[src/hw/rtl/bsl_pkg.sv]
`default_nettype none
package bsl_pkg;

  localparam int VALUE_W = 32;
  localparam int POS_W   = 8;
  localparam int KIND_W  = 2;

  localparam logic [KIND_W-1:0] REQ_FRONT  = 2'd0;
  localparam logic [KIND_W-1:0] REQ_BACK   = 2'd1;
  localparam logic [KIND_W-1:0] REQ_DELETE = 2'd2;

  typedef struct packed {
    logic present;
    logic last;
    logic dropped;
  } out_meta_t;

endpackage
`default_nettype wire

[src/hw/rtl/bsl_mem.sv]
`default_nettype none
module bsl_mem #(
  parameter int CAPACITY = 32,
  parameter int IDX_W    = 5
) (
  input  wire logic                        clk,
  input  wire logic                        wr_en,
  input  wire logic [IDX_W-1:0]            wr_addr,
  input  wire logic [bsl_pkg::VALUE_W-1:0] wr_data,
  input  wire logic                        rda_en,
  input  wire logic [IDX_W-1:0]            rda_addr,
  output logic      [bsl_pkg::VALUE_W-1:0] rda_data,
  input  wire logic                        rdb_en,
  input  wire logic [IDX_W-1:0]            rdb_addr,
  output logic      [bsl_pkg::VALUE_W-1:0] rdb_data
);

  logic [bsl_pkg::VALUE_W-1:0] mem [CAPACITY];
  logic [bsl_pkg::VALUE_W-1:0] rda_data_r;
  logic [bsl_pkg::VALUE_W-1:0] rdb_data_r;

  always_ff @(posedge clk) begin
    if (wr_en) begin
      mem[wr_addr] <= wr_data;
    end
  end

  always_ff @(posedge clk) begin
    if (rda_en) begin
      rda_data_r <= mem[rda_addr];
    end
    if (rdb_en) begin
      rdb_data_r <= mem[rdb_addr];
    end
  end

  assign rda_data = rda_data_r;
  assign rdb_data = rdb_data_r;

endmodule
`default_nettype wire

[src/hw/rtl/bsl_ctrl.sv]
`default_nettype none
module bsl_ctrl #(
  parameter int CAPACITY = 32,
  parameter int IDX_W    = 5,
  parameter int CNT_W    = 6
) (
  input  wire logic                        clk,
  input  wire logic                        rst_n,
  input  wire logic                        in_valid,
  output logic                             in_ready,
  input  wire logic [bsl_pkg::KIND_W-1:0]  req_type,
  input  wire logic [bsl_pkg::VALUE_W-1:0] item_value,
  input  wire logic [bsl_pkg::POS_W-1:0]   position,
  output logic                             out_valid,
  input  wire logic                        out_ready,
  output bsl_pkg::out_meta_t               out_meta,
  output logic                             wr_en,
  output logic      [IDX_W-1:0]            wr_addr,
  output logic      [bsl_pkg::VALUE_W-1:0] wr_data,
  output logic                             rda_en,
  output logic      [IDX_W-1:0]            rda_addr,
  output logic                             rdb_en,
  output logic      [IDX_W-1:0]            rdb_addr,
  input  wire logic [bsl_pkg::VALUE_W-1:0] rdb_data
);

  localparam logic [1:0] S_IDLE  = 2'd0;
  localparam logic [1:0] S_SHIFT = 2'd1;
  localparam logic [1:0] S_DUMP  = 2'd2;

  localparam logic [IDX_W-1:0] LAST_IDX = IDX_W'(CAPACITY - 1);
  localparam logic [IDX_W:0]   CAP_EXT  = (IDX_W + 1)'(CAPACITY);
  localparam logic [CNT_W-1:0] CAP_CNT  = CNT_W'(CAPACITY);

  function automatic logic [IDX_W-1:0] ph_inc(input logic [IDX_W-1:0] p);
    ph_inc = (p == LAST_IDX) ? '0 : p + 1'b1;
  endfunction

  function automatic logic [IDX_W-1:0] ph_dec(input logic [IDX_W-1:0] p);
    ph_dec = (p == '0) ? LAST_IDX : p - 1'b1;
  endfunction

  function automatic logic [IDX_W-1:0] ph_add(input logic [IDX_W-1:0] base,
                                             input logic [IDX_W-1:0] off);
    logic [IDX_W:0] sum;
    sum = {1'b0, base} + {1'b0, off};
    if (sum >= CAP_EXT) begin
      sum = sum - CAP_EXT;
    end
    ph_add = sum[IDX_W-1:0];
  endfunction

  logic [1:0]         state_r, state_nxt;
  logic [IDX_W-1:0]   head_r, head_nxt;
  logic [CNT_W-1:0]   cnt_r, cnt_nxt;
  logic [CNT_W-1:0]   src_off_r, src_off_nxt;
  logic [IDX_W-1:0]   src_ph_r, src_ph_nxt;
  logic [IDX_W-1:0]   prev_ph_r, prev_ph_nxt;
  logic               wr_pend_r, wr_pend_nxt;
  logic [IDX_W-1:0]   wr_ph_r, wr_ph_nxt;
  logic [CNT_W-1:0]   dump_off_r, dump_off_nxt;
  logic [IDX_W-1:0]   dump_ph_r, dump_ph_nxt;
  logic               dropped_r, dropped_nxt;
  logic               out_valid_r, out_valid_nxt;
  bsl_pkg::out_meta_t meta_r, meta_nxt;

  logic               full;
  logic               issue;
  logic [IDX_W-1:0]   del_ph;

  assign full   = (cnt_r == CAP_CNT);
  assign issue  = !out_valid_r || out_ready;
  assign del_ph = ph_add(head_r, position[IDX_W-1:0]);

  always_comb begin
    state_nxt     = state_r;
    head_nxt      = head_r;
    cnt_nxt       = cnt_r;
    src_off_nxt   = src_off_r;
    src_ph_nxt    = src_ph_r;
    prev_ph_nxt   = prev_ph_r;
    wr_pend_nxt   = wr_pend_r;
    wr_ph_nxt     = wr_ph_r;
    dump_off_nxt  = dump_off_r;
    dump_ph_nxt   = dump_ph_r;
    dropped_nxt   = dropped_r;
    out_valid_nxt = out_valid_r && !out_ready;
    meta_nxt      = meta_r;
    wr_en         = 1'b0;
    wr_addr       = wr_ph_r;
    wr_data       = rdb_data;
    rda_en        = 1'b0;
    rda_addr      = dump_ph_r;
    rdb_en        = 1'b0;
    rdb_addr      = src_ph_r;

    case (state_r)
      S_IDLE: begin
        if (in_valid) begin
          dropped_nxt  = 1'b0;
          dump_off_nxt = '0;
          state_nxt    = S_DUMP;
          case (req_type)
            bsl_pkg::REQ_FRONT: begin
              if (full) begin
                dropped_nxt = 1'b1;
              end else begin
                wr_en    = 1'b1;
                wr_addr  = ph_dec(head_r);
                wr_data  = item_value;
                head_nxt = ph_dec(head_r);
                cnt_nxt  = cnt_r + 1'b1;
              end
            end
            bsl_pkg::REQ_BACK: begin
              if (full) begin
                dropped_nxt = 1'b1;
              end else begin
                wr_en   = 1'b1;
                wr_addr = ph_add(head_r, cnt_r[IDX_W-1:0]);
                wr_data = item_value;
                cnt_nxt = cnt_r + 1'b1;
              end
            end
            bsl_pkg::REQ_DELETE: begin
              if (position < bsl_pkg::POS_W'(cnt_r)) begin
                if (position == bsl_pkg::POS_W'(cnt_r - 1'b1)) begin
                  cnt_nxt = cnt_r - 1'b1;
                end else begin
                  state_nxt   = S_SHIFT;
                  prev_ph_nxt = del_ph;
                  src_ph_nxt  = ph_inc(del_ph);
                  src_off_nxt = CNT_W'(position[IDX_W-1:0]) + 1'b1;
                  wr_pend_nxt = 1'b0;
                end
              end
            end
            default: begin
            end
          endcase
          dump_ph_nxt = head_nxt;
        end
      end
      S_SHIFT: begin
        if (wr_pend_r) begin
          wr_en   = 1'b1;
          wr_addr = wr_ph_r;
          wr_data = rdb_data;
        end
        if (src_off_r < cnt_r) begin
          rdb_en      = 1'b1;
          rdb_addr    = src_ph_r;
          wr_ph_nxt   = prev_ph_r;
          prev_ph_nxt = src_ph_r;
          src_ph_nxt  = ph_inc(src_ph_r);
          src_off_nxt = src_off_r + 1'b1;
          wr_pend_nxt = 1'b1;
        end else begin
          wr_pend_nxt = 1'b0;
          if (!wr_pend_r) begin
            cnt_nxt   = cnt_r - 1'b1;
            state_nxt = S_DUMP;
          end
        end
      end
      S_DUMP: begin
        if (issue) begin
          out_valid_nxt    = 1'b1;
          meta_nxt.dropped = dropped_r;
          if (cnt_r == '0) begin
            meta_nxt.present = 1'b0;
            meta_nxt.last    = 1'b1;
            state_nxt        = S_IDLE;
          end else begin
            rda_en           = 1'b1;
            rda_addr         = dump_ph_r;
            meta_nxt.present = 1'b1;
            meta_nxt.last    = (dump_off_r == cnt_r - 1'b1);
            dump_off_nxt     = dump_off_r + 1'b1;
            dump_ph_nxt      = ph_inc(dump_ph_r);
            if (dump_off_r == cnt_r - 1'b1) begin
              state_nxt = S_IDLE;
            end
          end
        end
      end
      default: begin
        state_nxt = S_IDLE;
      end
    endcase
  end

  always_ff @(posedge clk) begin
    if (!rst_n) begin
      state_r     <= S_IDLE;
      head_r      <= '0;
      cnt_r       <= '0;
      wr_pend_r   <= 1'b0;
      dropped_r   <= 1'b0;
      out_valid_r <= 1'b0;
    end else begin
      state_r     <= state_nxt;
      head_r      <= head_nxt;
      cnt_r       <= cnt_nxt;
      wr_pend_r   <= wr_pend_nxt;
      dropped_r   <= dropped_nxt;
      out_valid_r <= out_valid_nxt;
    end
  end

  always_ff @(posedge clk) begin
    src_off_r  <= src_off_nxt;
    src_ph_r   <= src_ph_nxt;
    prev_ph_r  <= prev_ph_nxt;
    wr_ph_r    <= wr_ph_nxt;
    dump_off_r <= dump_off_nxt;
    dump_ph_r  <= dump_ph_nxt;
    meta_r     <= meta_nxt;
  end

  assign in_ready  = (state_r == S_IDLE);
  assign out_valid = out_valid_r;
  assign out_meta  = meta_r;

endmodule
`default_nettype wire

[src/hw/rtl/bounded_sequence_list_top.sv]
`default_nettype none
// Flow: a taken request moves the controller to its dump state, which reads the list memory
// into a registered report word; a delete that closes a gap first passes through the shift
// state, which moves each later entry down by one place. A new request is taken only once
// the report of the last one is complete, so the move time of a delete and any output stalls
// delay it; the report reads one word per cycle from the list memory while out_tready is high.
// Reset: synchronous, active low; the list becomes empty, and the storage is not cleared.
module bounded_sequence_list_top #(
  parameter int CAPACITY = 32
) (
  input  wire logic        clk,
  input  wire logic        rst_n,
  input  wire logic        in_tvalid,
  output logic             in_tready,
  input  wire logic [39:0] in_tdata,   // item_value [31:0], position [39:32]
  input  wire logic [1:0]  in_tuser,   // req_type [1:0]
  output logic             out_tvalid,
  input  wire logic        out_tready,
  output logic      [31:0] out_tdata,  // entry_value [31:0]
  output logic      [1:0]  out_tuser,  // entry_present [0], insert_dropped [1]
  output logic             out_tlast
);

  localparam int IDX_W = (CAPACITY > 1) ? $clog2(CAPACITY) : 1;
  localparam int CNT_W = $clog2(CAPACITY + 1);

  logic                        wr_en;
  logic [IDX_W-1:0]            wr_addr;
  logic [bsl_pkg::VALUE_W-1:0] wr_data;
  logic                        rda_en;
  logic [IDX_W-1:0]            rda_addr;
  logic [bsl_pkg::VALUE_W-1:0] rda_data;
  logic                        rdb_en;
  logic [IDX_W-1:0]            rdb_addr;
  logic [bsl_pkg::VALUE_W-1:0] rdb_data;
  bsl_pkg::out_meta_t          meta;

  bsl_ctrl #(
    .CAPACITY (CAPACITY),
    .IDX_W    (IDX_W),
    .CNT_W    (CNT_W)
  ) u_ctrl (
    .clk        (clk),
    .rst_n      (rst_n),
    .in_valid   (in_tvalid),
    .in_ready   (in_tready),
    .req_type   (in_tuser),
    .item_value (in_tdata[31:0]),
    .position   (in_tdata[39:32]),
    .out_valid  (out_tvalid),
    .out_ready  (out_tready),
    .out_meta   (meta),
    .wr_en      (wr_en),
    .wr_addr    (wr_addr),
    .wr_data    (wr_data),
    .rda_en     (rda_en),
    .rda_addr   (rda_addr),
    .rdb_en     (rdb_en),
    .rdb_addr   (rdb_addr),
    .rdb_data   (rdb_data)
  );

  bsl_mem #(
    .CAPACITY (CAPACITY),
    .IDX_W    (IDX_W)
  ) u_mem (
    .clk      (clk),
    .wr_en    (wr_en),
    .wr_addr  (wr_addr),
    .wr_data  (wr_data),
    .rda_en   (rda_en),
    .rda_addr (rda_addr),
    .rda_data (rda_data),
    .rdb_en   (rdb_en),
    .rdb_addr (rdb_addr),
    .rdb_data (rdb_data)
  );

  assign out_tdata = meta.present ? rda_data : '0;
  assign out_tuser = {meta.dropped, meta.present};
  assign out_tlast = meta.last;

endmodule
`default_nettype wire

[config.mk]
export PLATFORM = sky130hd
export DESIGN_NAME = bounded_sequence_list_top
export DESIGN_NICKNAME = d
export VERILOG_FILES = /design/src/hw/rtl/bsl_pkg.sv /design/src/hw/rtl/bsl_mem.sv /design/src/hw/rtl/bsl_ctrl.sv /design/src/hw/rtl/bounded_sequence_list_top.sv
export SDC_FILE = /design/constraint.sdc
export NUM_CORES = 2
export LEC_CHECK = 0
export BUFFER_PORTS_ARGS = -buffer_cell sky130_fd_sc_hd__buf_2
export CAP_MARGIN = 20
export CORE_ASPECT_RATIO = 1.2
export CORE_MARGIN = 2
export CORE_UTILIZATION = 45
export CTS_CLUSTER_SIZE = 30
export DETAILED_ROUTE_END_ITERATION = 6
export HOLD_SLACK_MARGIN = 0.1
export PLACE_DENSITY = 0.68
export REMOVE_ABC_BUFFERS = 1
export SYNTH_ARGS = -nofsm -noshare
export SYNTH_HDL_FRONTEND = slang
export SYNTH_SLANG_ARGS = --single-unit
[constraint.sdc]
create_clock -name clk -period 12.15 [get_ports clk]
set_input_delay 0 -clock clk [delete_from_list [all_inputs] [get_ports clk]]
set_output_delay 0 -clock clk [all_outputs]
set_load 0.01 [all_outputs]
==> metrics <==
Post-synth EDFFs=1123; Max clock buf depth=3; final net count=2762; Worst Path Arrival=4.94 ns; Post-synth top flop=edfxtp_1; Cells after Synth=2574; chip width=roughly 320 um; Yosys warnings=0; DRT Pass-1 Iters=7; setup violators final=0; fillers=~9k; Rows=138; hpwl dp=76400 um; multi-input logic area=0.0186 mm2; Hold Path Class=primary input to flop; FMAX=219 MHz; Iteration-0 DRC Markers=3575; GRT Total Usage=0.233; Post-CTS Setup Repair Bufs=0; final slew viol count=0; # port buffers=82; Final Hold Vio Count=0; worst vdd ir=123 uV; die height=381 um; post-synthesis sequential area ratio=0.638; fin crit period=4.57 ns; post-route cell area=just under 0.06 mm2; synth unique cells=64; clk sink count=between 1k and 1.5k; largest net degree at the start of global routing=158; DRC viols=0; Pwr Density=171 mW/mm2; Async SR Flop Fraction=0; Core Box Area=0.118 mm2; mapped cell area=0.0534 mm2; TritonCTS Buffers=between 100 and 150; layout cells sized above 1=0.393; Min Hold Slack=0.149 ns; TNS Setup=0 ns; status=finished clean; most common cell in the netlist=edfxtp_1; initial antenna violation count=3; Clock transition at path regs=0.06 ns; first-pass GRT wire length=205000 um; Final Cycle Share=0.376; Vias/cell=around 6.6; CTS tree=yes; relative slew slack=0.248; dpl cell area=between 0.05 and 0.06 mm2; root buffer cell=clkbuf_16; CP Data Required Time=between 10 and 15 ns; Yosys reg bits=1139; critical path endpoint category=flop; starting density of the core=0.453; Max Cap Viol=0; storage element area=0.0340 mm2; CP Max Fanout=43; Worst-Margin Slew=1.13 ns; gp weighted congestion=0.844; DRT antenna net count=0; die area=0.121 mm2; Commonest cells post-synth=1123 x edfxtp_1, 640 x mux4_2, 147 x nand2_1, 102 x clkbuf_1, 65 x mux2_2; WL/cell=~33 um; final wirelength=about 140000 um; startpoint types=flop; Syn-to-layout area delta=11.6%; largest area contributor in the netlist=edfxtp_1; WS Path Type=flop to flop; I/O pin total=83; H-tree depth=3; vias in the first global route=approximately 30k; GR Overflow Total=0; Worst Skew=0.0227 ns; Lkg Pwr=0.0187 uW; Syn Area/Cell=around 21 um2; later-pin clock latency in the skew report=0.72 ns; Area contributors post-synth=edfxtp_1 63%, mux4_2 27%, mux2_2 1.4%; Vias=28.5k; RSZ-0062 raised after global routing=false; Synth top area share=0.632
stage by stage:
step | utilization | setup slack [ns] | cells | total power [uW]
2_1_floorplan | - | 0.585 | 2384 | 6590
3_3_place_gp | 0.473 | 7.52 | 4088 | 6780
3_5_place_dp | 0.473 | 7.45 | 4088 | 6820
4_1_cts | 0.505 | 7.43 | 4306 | 10200
5_1_grt | 0.506 | 7.18 | 4312 | 10500
6_report | 0.506 | 7.58 | 4313 | 10200
cell usage in the layout, fill, tap and decap left out, types with 8 or more instances in the layout:
master	instances
o21ai_0	9
nor2_4	16
mux4_2	640
mux2i_1	11
nor2_1	45
dfxtp_1	16
o31ai_1	10
nand2_1	147
buf_4	79
clkinv_2	26
dlygate4sd3_1	19
nand3_1	29
nor3_2	17
clkbuf_16	110
nand4_1	12
clkinv_1	22
nand2b_1	8
mux2_2	65
inv_1	17
ha_1	31
and2_1	33
xor2_1	15
a21oi_1	12
edfxtp_1	1123
xnor2_1	22
nor3_1	9
or3_1	8
clkbuf_1	14
bufinv_16	12
buf_2	82
nor2b_1	13
routing by layer:
| layer | routed length [um] | global-route usage |
|---|---|---|
| met1 | 53900 | 0.315 |
| met3 | 11700 | 0.0362 |
| met2 | 70800 | 0.390 |
| met5 | 13 | 0 |
| met4 | 4230 | 0.0790 |
cell families (layout without fill, tap and decap cells):
kind of cell,Yosys count,after routing,synth area share
flip-flops,1139,1139,0.638
multiplexers,716,716,0.286
AND/OR/NAND/NOR,355,355,0.0311
buffers and inverters,207,405,0.0183
AO/OA/AOI/OAI,87,87,0.0131
XOR/XNOR,37,37,0.00607
adder cells (fa/ha/maj),33,33,0.00801
other,0,1,0
worst paths after layout:
kind	end	cells past startpoint	slack, ns	start
worst max register to register	u_mem.mem[3][19]$_DFFE_PP_	10	7.58	u_ctrl.cnt_r[0]$_SDFFE_PN0P_
worst min register to register	u_ctrl.wr_ph_r[2]$_DFFE_PP_	0	0.43	u_ctrl.prev_ph_r[2]$_DFFE_PP_
worst min-delay path	u_ctrl.out_valid$_SDFF_PN0_	5	0.15	out_tready
worst max-delay path	u_mem.mem[3][19]$_DFFE_PP_	10	7.58	u_ctrl.cnt_r[0]$_SDFFE_PN0P_
state kept, by name (all words and copies together), names as in the netlist:
| name | flops |
|---|---|
| u_ctrl.wr_ph_r | 5 |
| u_ctrl.src_off_r | 6 |
| u_ctrl.src_ph_r | 5 |
| u_ctrl.state_r | 2 |
| u_ctrl.dump_ph_r | 5 |
| u_ctrl.out_meta | 3 |
| u_mem.rda_data | 32 |
| u_ctrl.wr_pend_r | 1 |
| u_mem.mem | 1024 |
| u_ctrl.cnt_r | 6 |
| u_ctrl.out_valid | 1 |
| u_mem.rdb_data | 32 |
| u_ctrl.dropped_r | 1 |
| u_ctrl.dump_off_r | 6 |
| u_ctrl.head_r | 5 |
| u_ctrl.prev_ph_r | 5 |
critical path: stages, from the launching register on:
cell and delay (ns):
dfxtp_1 0.57, inv_1 0.20, ha_1 0.34, a311o_2 0.39, buf_4 0.40, nand2_1 0.28
o21a_1 0.48, o311ai_2 0.19, buf_4 0.26, nor2_4 0.59, buf_4 0.47
area by class of cell:
| type | count | area share |
|---|---|---|
| clock buffer | 124 | 0.0471 |
| multi-input combinational | 1228 | 0.312 |
| clock inverter | 76 | 0.0126 |
| antenna | 1 | 0.0000420 |
| tap | 1540 | 0.0324 |
| inverter | 17 | 0.00107 |
| sequential | 1139 | 0.572 |
| timing repair buffer | 188 | 0.0232 |
report_power, final:
part | internal, uW | switching (uW) | total (uW)
Clock | 1920 | 1510 | 3430
Combinational | 1000 | 1140 | 2140
Sequential | 4530 | 77.7 | 4600
timing repair:
action	in CTS	in global routing
hold endpoints to repair	47	32
hold buffers	18	1
gates resized for setup	0	0
Power figures use the tool's default switching activity.
